--- config.mk ---
export PLATFORM = sky130hd
export DESIGN_NAME = hte_ctrl
export DESIGN_NICKNAME = d
export VERILOG_FILES = /design/src/hdl/hte_pkg.sv /design/src/hdl/hte_ctrl.sv
export SDC_FILE = /design/constraint.sdc
export NUM_CORES = 1
export LEC_CHECK = 0
export BUFFER_PORTS_ARGS = -buffer_cell sky130_fd_sc_hd__buf_4
export CAP_MARGIN = 20
export CELL_PAD_IN_SITES_DETAIL_PLACEMENT = 2
export CELL_PAD_IN_SITES_GLOBAL_PLACEMENT = 2
export CORE_AREA = 2 2 39 41
export CTS_CLUSTER_SIZE = 12
export DETAILED_ROUTE_END_ITERATION = 6
export DIE_AREA = 0 0 41 43
export PLACE_DENSITY_LB_ADDON = 0.1
export RECOVER_POWER = 100
export SYNTH_ARGS = -nofsm -noshare
export SYNTH_HDL_FRONTEND = slang
export SYNTH_SLANG_ARGS = --single-unit
--- constraint.sdc ---
create_clock -name clk -period 2.04 [get_ports clk]
set_input_delay 0.408 -clock clk [delete_from_list [all_inputs] [get_ports clk]]
set_output_delay 0.408 -clock clk [all_outputs]
set_load 0.02 [all_outputs]
--- src/hdl/hte_pkg.sv ---
`timescale 1ns / 1ps
// Shared types, field layout and helper functions for the Huffman table encoder.
// Used by hte_ctrl, hte_datapath and huffman_table_encoder_packer_unit; depends on nothing.

package hte_pkg;

    // Default sizes for the top-level parameters
    localparam int SYMBOL_COUNT_DEF    = 256;
    localparam int MAX_CODE_LENGTH_DEF = 64;

    // Input field widths
    localparam int CMD_W  = 2;
    localparam int SYM_W  = 8;
    localparam int CODE_W = 64;
    localparam int LEN_W  = 7;

    // Input tdata layout, lowest field first; cmd travels alone in tuser
    localparam int SYM_LSB    = 0;
    localparam int CODE_LSB   = SYM_LSB + SYM_W;
    localparam int LEN_LSB    = CODE_LSB + CODE_W;
    localparam int IN_BITS    = LEN_LSB + LEN_W;
    localparam int IN_TDATA_W = ((IN_BITS + 7) / 8) * 8;

    // Output fields and tdata layout
    localparam int BYTE_W      = 8;
    localparam int PAD_W       = 3;
    localparam int PAD_LSB     = BYTE_W;
    localparam int OUT_BITS    = BYTE_W + PAD_W;
    localparam int OUT_TDATA_W = ((OUT_BITS + 7) / 8) * 8;

    // Pending bits held between items (at most seven)
    localparam int PEND_W = 7;
    localparam int CNT_W  = 3;

    // Command codes
    localparam logic [CMD_W-1:0] CMD_LOAD   = 2'd0;
    localparam logic [CMD_W-1:0] CMD_ENCODE = 2'd1;
    localparam logic [CMD_W-1:0] CMD_FLUSH  = 2'd2;

    // Result status codes
    localparam logic STATUS_OK      = 1'b0;
    localparam logic STATUS_NO_CODE = 1'b1;

    // Configuration port
    localparam int APB_ADDR_W = 3;
    localparam int APB_DATA_W = 32;
    localparam logic REG_BIT_ORDER = 1'b0;  // register index bit paddr[2]

    // Controller to datapath commands
    typedef struct packed {
        logic capture;     // input transaction taken this cycle
        logic lookup;      // move table read data into the shift register
        logic step;        // pack one slice of code bits
        logic emit_err;    // emit the no-entry error result
        logic emit_flush;  // emit the padded final byte
    } dp_cmd_t;

    // Datapath to controller status
    typedef struct packed {
        logic hit;         // looked-up symbol has a table entry
        logic rem_done;    // current step consumes the last code bit
        logic out_free;    // output register can take a result now
        logic pend_empty;  // no bits pending in the accumulator
    } dp_stat_t;

    // Mirror a byte end to end
    function automatic logic [7:0] reverse8(input logic [7:0] v);
        logic [7:0] r;
        for (int i = 0; i < 8; i++)
        begin
            r[7-i] = v[i];
        end
        return r;
    endfunction

endpackage

--- src/hdl/hte_ctrl.sv ---
`timescale 1ns / 1ps
// Sequencing controller of the Huffman table encoder: input handshake and item steps.
// Depends on hte_pkg for command codes and the command/status structs.

module hte_ctrl
(
    input  logic                      clk,
    input  logic                      rst_n,
    input  logic                      s_tvalid,
    output logic                      s_tready,
    input  logic [hte_pkg::CMD_W-1:0] in_cmd,
    input  hte_pkg::dp_stat_t         stat,
    output hte_pkg::dp_cmd_t          cmd
);

    typedef enum logic [2:0]
    {
        S_IDLE,
        S_LOOKUP,
        S_RUN,
        S_ERR,
        S_FLUSH
    } state_t;

    state_t state_reg;
    state_t state_next;
    logic   accept;

    // Take a new item only between items
    assign s_tready = (state_reg == S_IDLE);
    assign accept   = s_tvalid & s_tready;

    // Next state and datapath commands
    always_comb
    begin
        state_next     = state_reg;
        cmd            = '0;
        cmd.capture    = accept;
        case (state_reg)
            S_IDLE:
            begin
                if (accept)
                begin
                    case (in_cmd)
                        hte_pkg::CMD_ENCODE: state_next = S_LOOKUP;
                        hte_pkg::CMD_FLUSH:  state_next = S_FLUSH;
                        default:             state_next = S_IDLE;
                    endcase
                end
            end
            S_LOOKUP:
            begin
                if (stat.hit)
                begin
                    cmd.lookup = 1'b1;
                    state_next = S_RUN;
                end
                else
                begin
                    state_next = S_ERR;
                end
            end
            S_RUN:
            begin
                if (stat.out_free)
                begin
                    cmd.step = 1'b1;
                    if (stat.rem_done)
                    begin
                        state_next = S_IDLE;
                    end
                end
            end
            S_ERR:
            begin
                if (stat.out_free)
                begin
                    cmd.emit_err = 1'b1;
                    state_next   = S_IDLE;
                end
            end
            S_FLUSH:
            begin
                if (stat.pend_empty)
                begin
                    state_next = S_IDLE;
                end
                else if (stat.out_free)
                begin
                    cmd.emit_flush = 1'b1;
                    state_next     = S_IDLE;
                end
            end
            default:
            begin
                state_next = S_IDLE;
            end
        endcase
    end

    // Hold state
    always_ff @(posedge clk or negedge rst_n)
    begin
        if (!rst_n)
        begin
            state_reg <= S_IDLE;
        end
        else
        begin
            state_reg <= state_next;
        end
    end

    // Lookup follows an accepted transaction directly
    a_lookup_after_accept: assert property (@(posedge clk) disable iff (!rst_n)
        (state_reg == S_LOOKUP) |-> $past(accept))
        else $error("lookup state entered without an accepted transaction");

    // Never more than one datapath action per cycle
    a_one_action: assert property (@(posedge clk) disable iff (!rst_n)
        $onehot0({cmd.lookup, cmd.step, cmd.emit_err, cmd.emit_flush}))
        else $error("conflicting datapath commands");

endmodule

==> flow_summary.yaml <==
cts:
  cts_tree: "yes"
  htree_levels: 1
  cts_setup_buffers: 0
  cts_buffer_depth: 2
  ctsHoldBuffers: 1
  clkSinkCount: 3
  cts_root_buffer: "clkbuf_4"
  cts_resized: 0
  clk_pin_slew_ns: 0.04
  clk_latency_ns: 0.23
  cts_buffers: 3
cells_and_area:
  fillCellCount: 171
  mostFrequentLayoutCell: "buf_4"
  final_cell_mix: "8 x buf_4, 7 x clkbuf_1, 3 x nor3_1, 3 x clkbuf_4, 3 x dfrtp_1"
  nets: 49
  area_delta_synth_final_pct: 53.45
  fin_area_um2: 334.1
  drive_gt1_frac: 0.2821
  diodes: 0
  register_area_um2: 75.07
  multi_input_area_um2: 120.1
  largest_reg_flops: 3
timing:
  timing.hold.ws_ns: 0.4644
  rsz0062_at_grt: "false"
  maxSlewHeadroom: 0.7362
  maxSlewViolCount: 0
  worst_pin_slew_ns: 0.3903
  fmax_ghz: 0.5672
  min_period_ns: 1.763
  fin_skew_ns: 0.0002235
  finalSetupViolCount: 0
  fin_tns_setup_ns: 0
  fin_crit_sh: 0.8643
  final-hold-violation-count: 0
detailed_routing:
  antenna_left: 0
  firstDrtPassIters: 3
  wl_per_cell_um: 13.33
  vias: 234
  wl_um: 733
  drt-initial-drc-count: 2
  via_per_inst: 4.255
  drc: 0
global_routing:
  grt_pass1_vias: 252
  grt_first_pass_wirelength_um: 1069
  grt_max_degree: 9
  grt.total_usage: 0.09869
  grt_overflow: 0
  antenna_found_initial: 0
worst_setup_path:
  cp.buffers_inverters: 1
  crit_chain: "nand2b_1 > nor3b_1 > clkbuf_1"
  worst-path-max-fanout: 8
  cp.arrival_ns: 1.36
  crit_family: "flip-flops"
  crit_required_ns: 1.63
  cp-start-kind: "flip-flop"
  crit_slowest_cell: "dfrtp_1"
  cpPeakStageDelay_ns: 0.45
  endpoint_kind: "output pin"
  critical_path_class: "reg -> out"
logic_synthesis:
  ys_seq_area_frac: 0.3448
  avgSynthCellArea_um2: 10.37
  syn-num-nets: 30
  yosysWarnings: 0
  synthCells: 21
  ys_seq_elements: 3
  netlist_area_um2: 217.7
  ys_types: 15
floorplan:
  die_h_um: 43
  rows: 14
  die_w_um: 41
  dieArea_um2: 1763
  coreArea_um2: 1384
  io_pins: 15
  initial_core_util: 0.1573
outcome:
  outcome: "completed"
power:
  vdd_ir_drop_max_mv: 0.3441
  p_leak_nw: 0.1496
  power.density_nw_per_um2: 1052
place:
  dp_hpwl_um: 565
  io_buffers: 14
  place_congestion: 0.6042
  postPlaceCellArea_um2: 335.3
hold_path:
  hold_path.class: "in -> reg"
job:
  cap_violations: 0
layer usage:
metal  global-route usage  part of all wire  vias up  routed length, um
met1               0.1071              0.43      111                318
li1                     -                 -      115                  -
met4               0.1000                 0        0                  0
met3              0.03141             0.064        0                 47
met5                    0                 0        -                  0
met2               0.1375              0.50        8                367
power breakdown:
group | switching, mW | internal [mW]
clock | 0.0303 | 0.0733
sequential | 0.0341 | 0.0758
combinational | 0.0810 | 0.0570
cell families (layout without fill, tap and decap cells):
family,count (synthesis),after routing,share of synthesized area
buffers and inverters,1,19,0.03450
DFF,3,3,0.3448
muxes,1,1,0.05172
AOI/OAI and AO/OA,3,3,0.1207
and+or+nand+nor,13,13,0.4483
Yosys cell counts:
master     n  area, um2
o211a_1    1      10.01
nand2_1    1      3.750
o2bb2ai_1  1      8.760
buf_4      1      7.510
nor4bb_1   1      10.01
nor4b_4    1      23.77
nor3b_1    2      15.01
and4b_1    1      10.01
o21a_1     1      7.510
dfrtp_1    3      75.07
nand2b_1   1      6.260
nor2_1     2      7.510
nor3_1     3      15.01
nor2b_1    1      6.260
mux2_1     1      11.26
layout make-up:
cell class / count / share of cell area
Tap cell: 16 / 0.05993
Timing Repair Buffer: 15 / 0.2772
Sequential cell: 3 / 0.2247
Multi-Input combinational cell: 17 / 0.3596
Clock buffer: 4 / 0.07865
path summary, 6_finish.rpt:
| check | start | endpoint | slack [ns] | depth (start not counted) |
|---|---|---|---|---|
| setup / recovery | state_reg[2] | cmd[3] | 0.28 | 3 |
| hold / removal | stat[2] | state_reg[1] | 0.46 | 3 |
| setup reg to reg | state_reg[2] | state_reg[0] | 0.87 | 2 |
| hold reg to reg | state_reg[2] | state_reg[1] | 0.60 | 1 |
| max in group asynchronous | rst_n | state_reg[1] | 1.38 | 2 |
| min in group asynchronous | rst_n | state_reg[2] | 0.52 | 2 |
through the flow:
| stage | instances | total power, mW | setup slack (ns) | utilization |
|---|---|---|---|---|
| floorplan | 21 | 0.2132 | 0.4532 | - |
| global placement | 50 | 0.2785 | 0.5912 | 0.2423 |
| detailed placement | 50 | 0.2833 | 0.5703 | 0.2423 |
| CTS | 55 | 0.3948 | 0.3046 | 0.2685 |
| global route | 55 | 0.3865 | 0.1331 | 0.2414 |
| finish | 55 | 0.3516 | 0.2768 | 0.2414 |
tightest hold or removal path, cell delays in order:
cell,delay [ns]
buf_4,0.08
o211a_1,0.13
nor3_1,0.04
(Power assumes the default switching activity.)
